File: src/rtl/i2p_pkg.sv
// ----------------------------------------------------------------------------
// i2p_pkg
// Shared types, token codes and helpers for the infix to postfix converter.
// ----------------------------------------------------------------------------
`default_nettype none

package i2p_pkg;

  // operator stack geometry
  localparam int STACK_DEPTH = 32;
  localparam int ADDR_W      = $clog2(STACK_DEPTH);
  localparam int CNT_W       = $clog2(STACK_DEPTH + 1);

  localparam int CODE_W   = 3;
  localparam int TAG_W    = 16;
  localparam int STATUS_W = 2;

  // input token kinds
  localparam logic [CODE_W-1:0] CMD_OPERAND = 3'd0;
  localparam logic [CODE_W-1:0] CMD_PLUS    = 3'd1;
  localparam logic [CODE_W-1:0] CMD_MINUS   = 3'd2;
  localparam logic [CODE_W-1:0] CMD_MUL     = 3'd3;
  localparam logic [CODE_W-1:0] CMD_DIV     = 3'd4;
  localparam logic [CODE_W-1:0] CMD_LPAREN  = 3'd5;
  localparam logic [CODE_W-1:0] CMD_RPAREN  = 3'd6;
  localparam logic [CODE_W-1:0] CMD_END     = 3'd7;

  // emitted token kinds
  localparam logic [CODE_W-1:0] KIND_OPERAND = 3'd0;
  localparam logic [CODE_W-1:0] KIND_NONE    = 3'd5;

  // result status codes
  localparam logic [STATUS_W-1:0] ST_OK    = 2'd0;
  localparam logic [STATUS_W-1:0] ST_PAREN = 2'd1;
  localparam logic [STATUS_W-1:0] ST_OVFL  = 2'd2;

  typedef struct packed {
    logic [CODE_W-1:0] cmd;
    logic [TAG_W-1:0]  operand_tag;
  } in_item_t;

  typedef struct packed {
    logic [CODE_W-1:0]   out_kind;
    logic [TAG_W-1:0]    out_tag;
    logic [STATUS_W-1:0] status;
    logic                last;
  } out_item_t;

  // one result word handed from the sequencer to the output register
  typedef struct packed {
    logic      valid;
    out_item_t item;
  } emit_t;

  // arithmetic operator code
  function automatic logic is_op(input logic [CODE_W-1:0] code);
    return (code == CMD_PLUS) || (code == CMD_MINUS) || (code == CMD_MUL) ||
           (code == CMD_DIV);
  endfunction

  // high precedence operator
  function automatic logic prec_hi(input logic [CODE_W-1:0] code);
    return (code == CMD_MUL) || (code == CMD_DIV);
  endfunction

  function automatic out_item_t mk_item(input logic [CODE_W-1:0]   kind,
                                        input logic [TAG_W-1:0]    tag,
                                        input logic [STATUS_W-1:0] status,
                                        input logic                last);
    out_item_t it;
    it.out_kind = kind;
    it.out_tag  = tag;
    it.status   = status;
    it.last     = last;
    return it;
  endfunction

endpackage

`default_nettype wire

File: src/rtl/i2p_oreg.sv
// ----------------------------------------------------------------------------
// i2p_oreg
// Output register: holds one result word until the consumer takes it.
// ----------------------------------------------------------------------------
`default_nettype none

module i2p_oreg (
  input  logic              clk,
  input  logic              rst_n,
  input  i2p_pkg::emit_t    emit,
  output logic              out_free,
  output logic              out_valid,
  input  logic              out_stall,
  output i2p_pkg::out_item_t out_data
);
  import i2p_pkg::*;

  logic      valid_r, valid_nxt;
  out_item_t data_r;

  // slot is free when empty or being drained this cycle
  assign out_free  = !valid_r || !out_stall;
  assign valid_nxt = emit.valid || (valid_r && out_stall);

  // valid flag
  always_ff @(posedge clk) begin
    if (!rst_n) begin
      valid_r <= 1'b0;
    end else begin
      valid_r <= valid_nxt;
    end
  end

  // payload
  always_ff @(posedge clk) begin
    if (emit.valid) begin
      data_r <= emit.item;
    end
  end

  assign out_valid = valid_r;
  assign out_data  = data_r;

endmodule

`default_nettype wire

File: src/rtl/i2p_ctrl.sv
// ----------------------------------------------------------------------------
// i2p_ctrl
// Token sequencer with the operator stack memory: pops one stack entry per
// cycle while the output slot is free, through a registered read port, and decides push, emit or terminate.
// ----------------------------------------------------------------------------
`default_nettype none

module i2p_ctrl (
  input  logic              clk,
  input  logic              rst_n,
  input  logic              in_valid,
  output logic              in_stall,
  input  i2p_pkg::in_item_t in_data,
  input  logic              out_free,
  output i2p_pkg::emit_t    emit
);
  import i2p_pkg::*;

  typedef enum logic {S_IDLE, S_EVAL} state_t;

  state_t              state_r, state_nxt;
  logic [CNT_W-1:0]    cnt_r, cnt_nxt;
  logic [CODE_W-1:0]   cmd_r, cmd_nxt;

  logic [CODE_W-1:0]   stack_mem [STACK_DEPTH];
  logic [CODE_W-1:0]   rd_data_r;
  logic                rd_en, wr_en;
  logic [ADDR_W-1:0]   rd_addr, wr_addr;

  logic                accept, empty, full, top_lp, do_pop;
  logic [CNT_W-1:0]    cnt_dec, cnt_dec2, cnt_inc;

  assign in_stall = (state_r != S_IDLE) || !out_free;
  assign accept   = in_valid && !in_stall;

  assign cnt_dec  = cnt_r - CNT_W'(1);
  assign cnt_dec2 = cnt_r - CNT_W'(2);
  assign cnt_inc  = cnt_r + CNT_W'(1);
  assign empty    = (cnt_r == '0);
  assign full     = (cnt_r == CNT_W'(STACK_DEPTH));
  assign top_lp   = (rd_data_r == CMD_LPAREN);
  assign wr_addr  = cnt_r[ADDR_W-1:0];

  // pop and emit the top entry for this token
  always_comb begin
    do_pop = 1'b0;
    if (!empty) begin
      if (is_op(cmd_r)) begin
        do_pop = is_op(rd_data_r) && (!prec_hi(cmd_r) || prec_hi(rd_data_r));
      end else if ((cmd_r == CMD_RPAREN) || (cmd_r == CMD_END)) begin
        do_pop = !top_lp;
      end
    end
  end

  // sequencer next state
  always_comb begin
    state_nxt  = state_r;
    cnt_nxt    = cnt_r;
    cmd_nxt    = cmd_r;
    rd_en      = 1'b0;
    rd_addr    = cnt_dec[ADDR_W-1:0];
    wr_en      = 1'b0;
    emit.valid = 1'b0;
    emit.item  = mk_item(KIND_NONE, '0, ST_OK, 1'b0);
    unique case (state_r)
      S_IDLE: begin
        if (accept) begin
          if (in_data.cmd == CMD_OPERAND) begin
            emit.valid = 1'b1;
            emit.item  = mk_item(KIND_OPERAND, in_data.operand_tag, ST_OK, 1'b0);
          end else begin
            cmd_nxt   = in_data.cmd;
            state_nxt = S_EVAL;
            rd_en     = !empty;
          end
        end
      end
      S_EVAL: begin
        priority if (do_pop) begin
          if (out_free) begin
            emit.valid = 1'b1;
            emit.item  = mk_item(rd_data_r, '0, ST_OK, 1'b0);
            cnt_nxt    = cnt_dec;
            rd_en      = (cnt_dec != '0);
            rd_addr    = cnt_dec2[ADDR_W-1:0];
          end
        end else if (is_op(cmd_r) || (cmd_r == CMD_LPAREN)) begin
          if (full) begin
            if (out_free) begin
              emit.valid = 1'b1;
              emit.item  = mk_item(KIND_NONE, '0, ST_OVFL, 1'b1);
              cnt_nxt    = '0;
              state_nxt  = S_IDLE;
            end
          end else begin
            wr_en     = 1'b1;
            cnt_nxt   = cnt_inc;
            state_nxt = S_IDLE;
          end
        end else if (empty) begin
          // right paren with no match, or normal end
          if (out_free) begin
            emit.valid = 1'b1;
            emit.item  = mk_item(KIND_NONE, '0,
                                 (cmd_r == CMD_RPAREN) ? ST_PAREN : ST_OK, 1'b1);
            state_nxt  = S_IDLE;
          end
        end else if (cmd_r == CMD_RPAREN) begin
          // matching left paren is dropped
          cnt_nxt   = cnt_dec;
          state_nxt = S_IDLE;
        end else begin
          // leftover left paren at end
          if (out_free) begin
            emit.valid = 1'b1;
            emit.item  = mk_item(KIND_NONE, '0, ST_PAREN, 1'b1);
            cnt_nxt    = '0;
            state_nxt  = S_IDLE;
          end
        end
      end
      default: begin
        state_nxt = S_IDLE;
      end
    endcase
  end

  // state and stack count
  always_ff @(posedge clk) begin
    if (!rst_n) begin
      state_r <= S_IDLE;
      cnt_r   <= '0;
      cmd_r   <= CMD_OPERAND;
    end else begin
      state_r <= state_nxt;
      cnt_r   <= cnt_nxt;
      cmd_r   <= cmd_nxt;
    end
  end

  // operator stack memory, registered read
  always_ff @(posedge clk) begin
    if (wr_en) begin
      stack_mem[wr_addr] <= cmd_r;
    end
    if (rd_en) begin
      rd_data_r <= stack_mem[rd_addr];
    end
  end

  // a result is only produced into a free output slot
  a_emit_free: assert property (@(posedge clk) disable iff (!rst_n)
    emit.valid |-> out_free)
    else $error("result produced while output slot busy");

  // a push grows the stack by exactly one
  a_push_cnt: assert property (@(posedge clk) disable iff (!rst_n)
    wr_en |=> (cnt_r == $past(cnt_inc)))
    else $error("stack count wrong after push");

  // a terminating result ends the token
  a_last_idle: assert property (@(posedge clk) disable iff (!rst_n)
    (emit.valid && emit.item.last) |=> (state_r == S_IDLE))
    else $error("sequencer busy after terminating result");

  // error status only on a terminating result
  a_status_last: assert property (@(posedge clk) disable iff (!rst_n)
    (emit.valid && (emit.item.status != ST_OK)) |-> emit.item.last)
    else $error("error status on a non-terminating result");

endmodule

`default_nettype wire

File: src/rtl/infix_to_postfix_converter_top.sv
// ----------------------------------------------------------------------------
// infix_to_postfix_converter_top
// Shunting-yard converter from classified infix tokens to postfix tokens.
// ----------------------------------------------------------------------------
// An operand word appears at the output in the cycle after acceptance, and
// operands are taken one per cycle while the output is not stalled. Operator,
// paren and end words stall input while the single stack read port pops
// entries one at a time while the output is free, then push or terminate.
// Reset clears the sequencer, stack count and output valid; the stack memory
// is not cleared, since entries above the count are never read.
`default_nettype none

module infix_to_postfix_converter_top (
  input  logic               clk,
  input  logic               rst_n,
  input  logic               in_valid,
  output logic               in_stall,
  input  i2p_pkg::in_item_t  in_data,
  output logic               out_valid,
  input  logic               out_stall,
  output i2p_pkg::out_item_t out_data
);
  import i2p_pkg::*;

  emit_t emit;
  logic  out_free;

  // token sequencer and operator stack
  i2p_ctrl u_ctrl (
    .clk      (clk),
    .rst_n    (rst_n),
    .in_valid (in_valid),
    .in_stall (in_stall),
    .in_data  (in_data),
    .out_free (out_free),
    .emit     (emit)
  );

  // result output register
  i2p_oreg u_oreg (
    .clk       (clk),
    .rst_n     (rst_n),
    .emit      (emit),
    .out_free  (out_free),
    .out_valid (out_valid),
    .out_stall (out_stall),
    .out_data  (out_data)
  );

endmodule

`default_nettype wire

File: config.mk
export PLATFORM = sky130hd
export DESIGN_NAME = infix_to_postfix_converter_top
export DESIGN_NICKNAME = d
export VERILOG_FILES = /design/src/rtl/i2p_pkg.sv /design/src/rtl/i2p_oreg.sv /design/src/rtl/i2p_ctrl.sv /design/src/rtl/infix_to_postfix_converter_top.sv
export SDC_FILE = /design/constraint.sdc
export NUM_CORES = 1
export LEC_CHECK = 0
export BUFFER_PORTS_ARGS = -buffer_cell sky130_fd_sc_hd__buf_4
export CAP_MARGIN = 20
export CORE_UTILIZATION = 35
export CTS_CLUSTER_SIZE = 30
export DETAILED_ROUTE_END_ITERATION = 7
export HOLD_SLACK_MARGIN = 0.12
export PLACE_DENSITY = 0.53
export REMOVE_ABC_BUFFERS = 1
export SYNTH_ARGS = -nofsm -noshare
export SYNTH_HDL_FRONTEND = slang
export SYNTH_SLANG_ARGS = --single-unit
File: constraint.sdc
create_clock -name clk -period 3.5 [get_ports clk]
set_clock_uncertainty 0.05 [all_clocks]
set_input_delay 0 -clock clk [delete_from_list [all_inputs] [get_ports clk]]
set_output_delay 0 -clock clk [all_outputs]
set_load 0.005 [all_outputs]
==> results.md, run 1 <==
- Drt drc: 0
- Iter 0 DRT Violations: 285
- Post-synthesis compound-gate area fraction: 11.0%
- Gr usage total: about a fifth
- WHS: 0.351 ns
- Final Setup Violations: 0
- Grt ovf: 0
- Area Overhead vs Synth: 24.1%
- Area of the core: 17900 µm²
- Pin count of the biggest net entering global routing: 33
- Vias in the first global route: ~4.6k
- Fraction of layout cells with a size suffix above 1: around a fifth
- Period Utilization, post-route: a little over nine tenths
- Hold Vio Cnt, Final: 0
- Min Tclk post-route: 3.35 ns
- Post-synthesis adder-cell area fraction: ~1.6%
- Clock latency on the worst-skew pair: 0.42 ns
- Seq/Total Area, Yosys: 60.3%
- Worst r2r dst: u_ctrl.rd_data_r[0]
- Slowest-stage cell, CP: xnor2_2
- Clock sink count: 132
- Worst EP arrival: 3.59 ns
- Initial antenna violation count: 0
- Post-Synthesis Cells: 519
- Critical R2R Launch: u_ctrl.cnt_r[0]
- Die height: around 140 µm
- Reg2Reg Depth: 10
- Critical Path Sink Type: flop
- Final net count: between 600 and 700
- Critical Path RT: between 3 and 4 ns
- Outcome: finished, final reports clean
- Peak supply drop: around 0.36 mV
- Synth area leaders: edfxtp_1 (57%), mux2i_1 (5.2%), dfxtp_1 (3.4%)
- FF-to-FF setup slack: around 0.15 ns
- Core Util, Final: between 40 and 50%
- Post-Synth XOR/XNOR Area: roughly 1.2%
- Die footprint: around 19000 µm²
- Fmax: 0.298 GHz
- Simple-gate share of the synthesized area: 15.4%
- Post-synth EDFFs: about 120
- Met3 wire length: ~780 µm
- End of the critical path: u_ctrl.rd_data_r[0]
- Critical path peak fanout: 15
- Mux cell area share after synthesis: under 10%
- Initial DRT Pass Iterations: 5
- Die Width: approximately 140 µm
- Critical path launch point type: flop
- Pwr dens: roughly 470 nW/µm²
- Largest family of logic cells by synthesized area: simple AND/OR/NAND/NOR gates
- Worst Setup SP: u_ctrl.cnt_r[0]
- RSZ-0062 raised after global routing: false
- N_diodes: 0
- WL met2: between 7000 and 8000 µm
- Critical path class: flop to flop
- Htree depth: 4
- Std-Cell Rows: slightly below 50
- Largest area contributor in the netlist: edfxtp_1
- Worst Path Buf+Inv: 1
- Clk buf depth: 2
- Share of synthesized registers carrying an async set or reset: 0%
- DR vias/cell: around 5.4
- Top-count cell post-synth: edfxtp_1
- Clk slew on worst S/H paths: about 0.06 ns
- Routed wire length per instance: approximately 19 µm
- Filler instances: around 1.7k
- Mapped cell area: 6390 µm²
- CTS Buf Count: 17
- Initial Utilization: 35.7%
- Delay of the slowest critical-path stage: 0.84 ns
- Worst Hold Class: input port to flop
- Yosys cell types: ~70
- Ports: 47
- Syn. warnings: 0
- Crit path max-delay family: XOR/XNOR gates
- Most frequent cells after synthesis: edfxtp_1 (121), nand2_1 (54), nor2_1 (50), mux2i_1 (33), o21ai_0 (22)
- CTS tree: yes
- Buffers added on ports: 46
- CP cell instances: inv_1 > ha_1 > or4b_4 > nor2_8 > nor2_2 > a41oi_4 > xnor2_2 > mux4_1 > a22oi_1 > and3_1
- Pins Over Slew Limit: 0
- Slew @ Worst Pin: about 1.2 ns
- First-pass GRT wire length: around 26000 µm
- Max_slew headroom: between 10% and 20%
- Post-DP HPWL: 11400 µm
- Crit path depth: 10
- GPL Wtd Cong: about 0.85
- Routed via count: approximately 4.6k
- Antenna-violating nets left: 0
- Final WL: 16700 µm
- Top sig layer: met4
- Clk root buf: clkbuf_16
- Top cell type's share of synthesized area: between 50 and 60%
- Max-Cap Viols: 0
- #FFs+latches synth: 132
- LEAKAGE: just under 3 nW
- Wl on met1: 7870 µm
- Ys flop type: edfxtp_1
- Average size of a mapped cell: between 10 and 15 µm²
-- layout by cell type, fill, tap and decap left out, types with 3 or more instances in the layout --
cell type / Yosys / routed
xnor2_1: 5 / 5
a211o_1: 3 / 3
o211ai_1: 4 / 4
nand3_1: 17 / 17
nor2b_1: 5 / 5
nor3_1: 5 / 5
a21oi_1: 16 / 16
mux4_1: 4 / 4
or3_1: 4 / 4
nand2_1: 54 / 54
a22oi_1: 10 / 10
and3_1: 8 / 8
inv_6: 0 / 3
a311oi_1: 4 / 4
and2_1: 19 / 19
a21boi_0: 6 / 6
nand2b_1: 9 / 9
edfxtp_1: 121 / 121
inv_1: 10 / 10
ha_1: 8 / 8
nor2_1: 50 / 50
dlygate4sd3_1: 0 / 25
mux2i_1: 33 / 33
o21ai_0: 22 / 22
dfxtp_1: 11 / 11
nand4_1: 6 / 6
buf_4: 2 / 80
clkinvlp_4: 0 / 6
clkbuf_16: 0 / 17
mux2_2: 3 / 3
a211oi_1: 9 / 9
-- flip-flops by register name, indices dropped and copies added (netlist names) --
name / cells
u_ctrl.rd_data_r: 3
u_ctrl.state_r: 1
u_ctrl.stack_mem: 96
u_oreg.out_data: 22
u_ctrl.cmd_r: 3
u_oreg.out_valid: 1
u_ctrl.cnt_r: 6
-- cells by family after synthesis --
logic type | after synthesis
xor gates and xnor gates | 8
AOI/OAI and AO/OA | 98
muxes | 41
adders and majority gates | 8
and+or+nand+nor | 196
DFF | 132
buffers and inverters | 36
-- worst reg2reg max path, cell delays in order (launching register included) --
cell and delay [ns]:
dfxtp_1 0.33, inv_1 0.08, ha_1 0.21, or4b_4 0.24, nor2_8 0.06, nor2_2 0.19
a41oi_4 0.16, xnor2_2 0.84, mux4_1 0.67, a22oi_1 0.21, and3_1 0.18
-- how the worst min path moves through the flow --
| stage | from | to | slack [ns] | cells after the start |
|---|---|---|---|---|
| floorplan | rst_n | u_ctrl.cnt_r[0] | 0.07 | 2 |
| global placement | in_data[6] | u_oreg.out_data[9] | 0.23 | 2 |
| detailed placement | in_data[11] | u_oreg.out_data[14] | 0.23 | 2 |
| CTS | in_data[11] | u_oreg.out_data[14] | 0.33 | 3 |
| global route | in_data[12] | u_oreg.out_data[15] | 0.36 | 3 |
| finish | in_data[11] | u_oreg.out_data[14] | 0.35 | 3 |
-- layout make-up --
cell class	instances	area [µm²]	area share, %
timing repair buffer	105	851	10.7
multi-input combinational	351	2370	29.9
clock buffer	18	429	5.41
inverter	10	37.5	0.473
clock inverter	14	104	1.31
tap	229	287	3.61
sequential	132	3850	48.6
-- per-stage QoR --
| stage | instance area (µm²) | setup TNS, ns | instances | power [mW] | setup slack (ns) |
|---|---|---|---|---|---|
| finish | 7930 | 0 | 859 | 3.75 | 0.148 |
| CTS | 7920 | 0 | 859 | 3.78 | 0.140 |
| global route | 7930 | 0 | 859 | 3.88 | 0.00454 |
| global placement | 7130 | 0 | 802 | 2.14 | 0.150 |
| floorplan | 6240 | -0.149 | 493 | 2.01 | -0.117 |
| detailed placement | 7130 | 0 | 802 | 2.14 | 0.148 |
-- repair_timing --
item / in CTS / in global routing
endpoints found under the setup margin: 0 / 1
endpoints found under the hold margin: 29 / 0
buffers inserted: 0 / 0
hold buffers: 25 / 0
gates resized for setup: 0 / 2
-- metal layers --
layer  vias up  GRT usage, %
li1       2169             -
met1      2278          25.5
met2       144          30.4
met3        20          3.63
met4         0          7.39
met5         -             0
-- report_power, final --
group	internal [mW]	switching, mW
combinational	0.157	0.212
sequential	1.75	0.0125
clock	0.908	0.711
(Power assumes the default switching activity.)
==> run 2: changes to the inputs <==
--- a/config.mk
+++ b/config.mk
@@ -15,4 +15,5 @@
 export REMOVE_ABC_BUFFERS = 1
 export SYNTH_ARGS = -nofsm -noshare
 export SYNTH_HDL_FRONTEND = slang
+export SYNTH_HIERARCHICAL = 1
 export SYNTH_SLANG_ARGS = --single-unit
==> results.md, run 2 <==
- Critical Path RT: 3.60 ns (-0.14 ns)
- Min Tclk post-route: 3.38 ns (+0.0280 ns)
- Final Setup Violations: 0 (unchanged)
- Worst Hold Class: input port to flop
- N_diodes: 0 (unchanged)
- Average size of a mapped cell: 11.9 µm² (-3.3%)
- Share of synthesized registers carrying an async set or reset: 0% (unchanged)
- Critical path peak fanout: 16 (+1)
- Slowest-stage cell, CP: a2111oi_1
- Post-DP HPWL: 12000 µm (+5.0%)
- Most common cell after layout, fill and taps aside: edfxtp_1
- Initial antenna violation count: 0 (unchanged)
- Fmax: 0.296 GHz (-0.83%)
- Filler instances: 1641 (-1.1%)
- Top cell type's share of synthesized area: 56.0% (-0.89 points)
- Drt drc: 14 (+14)
- Std-Cell Rows: 49 (unchanged)
- Initial DRT Pass Iterations: 7 (+2)
- Hold path depth: 4 (+1)
- Hold Vio Cnt, Final: 0 (unchanged)
- Routed wire length per instance: 19.9 µm (+2.4%)
- Clock sink count: 132 (unchanged)
- First-pass GRT wire length: 27800 µm (+6.6%)
- Hold EP: u_ctrl/state_r
- GPL Wtd Cong: 0.845 (-0.95%)
- Ports: 47 (unchanged)
- Clock latency on the worst-skew pair: 0.42 ns (about the same)
- Routed via count: 4839 (+4.9%)
- Clk buf depth: 2 (unchanged)
- CP cell instances: nand2_1 > o2111ai_2 > a2111oi_1 > and2_2 > nor2_4 > a2111o_1 > a31oi_1 > a41o_1 > a41oi_2
- LEAKAGE: 2.98 nW (-0.15%)
- CTS Buf Count: 17 (unchanged)
- DP Cell Count: 827 (+3.1%)
- Final net count: 677 (+4.5%)
- Slew @ Worst Pin: 0.660 ns (-0.582 ns)
- Violated checks: design-rule violations
- Worst Path Buf+Inv: 0 (-1)
- Largest area contributor in the netlist: edfxtp_1
- Die footprint: 19100 µm² (+1.6%)
- Max-Cap Viols: 0 (unchanged)
- Critical path class: flop to flop
- FF-to-FF setup slack: 0.12 ns (-0.03 ns)
- Number of flip-flops in the largest register: 96 (unchanged)
- Pin count of the biggest net entering global routing: 37 (+12%)
- Synth area leaders: edfxtp_1 (56%), mux2i_1 (4.5%), nand2_1 (3.6%)
- Finished Layout Cells: 887 (+3.3%)
- Most frequent cells after synthesis: edfxtp_1 (121), nand2_1 (63), nor2_1 (55), mux2i_1 (29), and2_1 (22)
- Post-Synthesis Cells: 545 (+5.0%)
- Die height: 138 µm (+0.78%)
- Final WL: 17600 µm (+5.8%)
- Vias in the first global route: 4931 (+7.9%)
- Critical path launch point type: flop
- Area Overhead vs Synth: 25.3%
- GR Layer Usage met1: 25.1% (-0.47 points)
- Fraction of layout cells with a size suffix above 1: 20.8% (+0.50 points)
- Pre-CTS WS: 0.142 ns (-0.00606 ns)
- Delay of the slowest critical-path stage: 0.60 ns (-0.24 ns)
- GR peak layer: met2
- Seq/Total Area, Yosys: 59.4% (-0.94 points)
- CTS tree: yes
- Crit path max-delay family: compound AO/OA/AOI/OAI gates
- Worst r2r dst: u_ctrl/rd_data_r[0]
- Largest Register: u_ctrl/stack_mem
- Antenna-violating nets left: 0 (unchanged)
- Die Width: 138 µm (+0.78%)
- Worst Setup SP: u_ctrl/rd_data_r[1]
- Max_slew headroom: 55.7% (+38 points)
- Post-synth EDFFs: 121 (unchanged)
- Clk root buf: clkbuf_16
- Grt ovf: 0 (unchanged)
- Min-delay src: in_valid
- Syn. warnings: 6 (+6)
- Clk slew on worst S/H paths: 0.06 ns (about the same)
- Met2 Track Usage GR: 31.7% (+1.3 points)
- Power Total: 3.84 mW (+2.3%)
- Period Utilization, post-route: 96.6% (+0.80 points)
- Critical R2R Launch: u_ctrl/rd_data_r[1]
- Reg2Reg Depth: 9 (-1)
- Pins Over Slew Limit: 0 (unchanged)
- Gr usage total: 19.3% (+0.18 points)
- Mapped cell area: 6490 µm² (+1.6%)
- Grt met3 use: 4.61% (+0.98 points)
- Top-count cell post-synth: edfxtp_1
- Outcome: finished, violations left
- Initial Utilization: 35.9% (+0.20 points)
- Buffers added on ports: 46 (unchanged)
- Worst EP arrival: 3.47 ns (-0.12 ns)
- Final WS setup: 0.120 ns (-0.0280 ns)
- Peak supply drop: 0.348 mV (-4.2%)
- Htree depth: 4 (unchanged)
- Critical Path Sink Type: flop
- Area of the core: 18100 µm² (+1.0%)
- Iter 0 DRT Violations: 416 (+46%)
- DR vias/cell: 5.46 (+1.6%)
- Commonest non-fill, non-tap cells in the layout: edfxtp_1 (121), buf_4 (84), nand2_1 (63)
- Yosys cell types: 67 (-1.5%)
- #FFs+latches synth: 132 (unchanged)
- Pwr dens: 472 nW/µm² (-0.20%)
- Ys flop type: edfxtp_1
## run 2: cell count changes after synthesis, moves of 5 or more
cell	change
and3_1	+8
nand2_1	+9
a211oi_1	+10
o21ai_0	-6
nor2b_1	+5
nor2_1	+5
a21oi_1	-7
a2111o_1	+5
nand2b_1	-5
## run 2: worst max-delay path by stage
stage	endpoint	slack [ns]	cells past startpoint
after floorplan	u_ctrl/rd_data_r[1]	-0.17	11
after global placement	u_ctrl/rd_data_r[0]	0.13	10
after detailed placement	u_ctrl/rd_data_r[2]	0.14	10
after CTS	u_ctrl/rd_data_r[0]	0.11	10
after global routing	u_ctrl/rd_data_r[1]	-0.04	9
final	u_ctrl/rd_data_r[0]	0.12	9
## run 2: cells by family (layout without fill, tap and decap cells)
| kind of cell | Yosys count | in the layout | share of synthesized area, % |
|---|---|---|---|
| DFF | 132 | 132 | 59.4 |
| muxes | 31 | 31 | 4.88 |
| buffers and inverters | 40 | 152 | 3.10 |
| AOI/OAI and AO/OA | 111 | 111 | 13.7 |
| adders and majority gates | 9 | 9 | 1.74 |
| xor gates and xnor gates | 7 | 7 | 1.06 |
| and+or+nand+nor | 215 | 216 | 16.1 |
## run 2: worst min-delay path: cells and delay by family
family,cells,cell delay (ns)
AO/OA/AOI/OAI,2,0.31
buffers and inverters,1,0.10
AND/OR/NAND/NOR,1,0.22
## run 2: repair_timing
action | in CTS | in global routing
hold endpoints to repair | 29 | 0
gates resized for setup | 0 | 5
endpoints found under the setup margin | 0 | 25
buffers inserted | 0 | 1
hold buffers | 26 | 0
## run 2: where the power goes
group	internal [mW]	switching (mW)	leakage (nW)	total, mW
combinational	0.148	0.206	1.50	0.354
clock	1.05	0.677	0.268	1.72
sequential	1.75	0.0103	1.22	1.76
total	2.94	0.893	2.98	3.84
## run 2: final cells by class
cell class                 count  area (µm²)  area share [%]
inverter                       9        33.8           0.416
clock inverter                12         131            1.62
timing repair buffer         111         911            11.2
multi-input combinational    374        2480            30.5
tap                          229         287            3.52
clock buffer                  20         437            5.37
sequential                   132        3850            47.4
## run 2: stage by stage
stage	hold slack [ns]	utilization (%)	cell area (µm²)	TNS, ns
2_1_floorplan	0.0675	-	6320	-0.485
3_3_place_gp	0.207	40.1	7260	0
3_5_place_dp	0.234	40.1	7260	0
4_1_cts	0.190	44.7	8090	0
5_1_grt	0.292	44.9	8130	-0.0495
6_report	0.219	44.9	8130	0
## run 2: routing by layer
layer | wire length (µm) | share of wire [%]
met5 | 0 | 0
met4 | 268 | 1.5
met3 | 1150 | 6.5
met2 | 8390 | 48
met1 | 7810 | 44
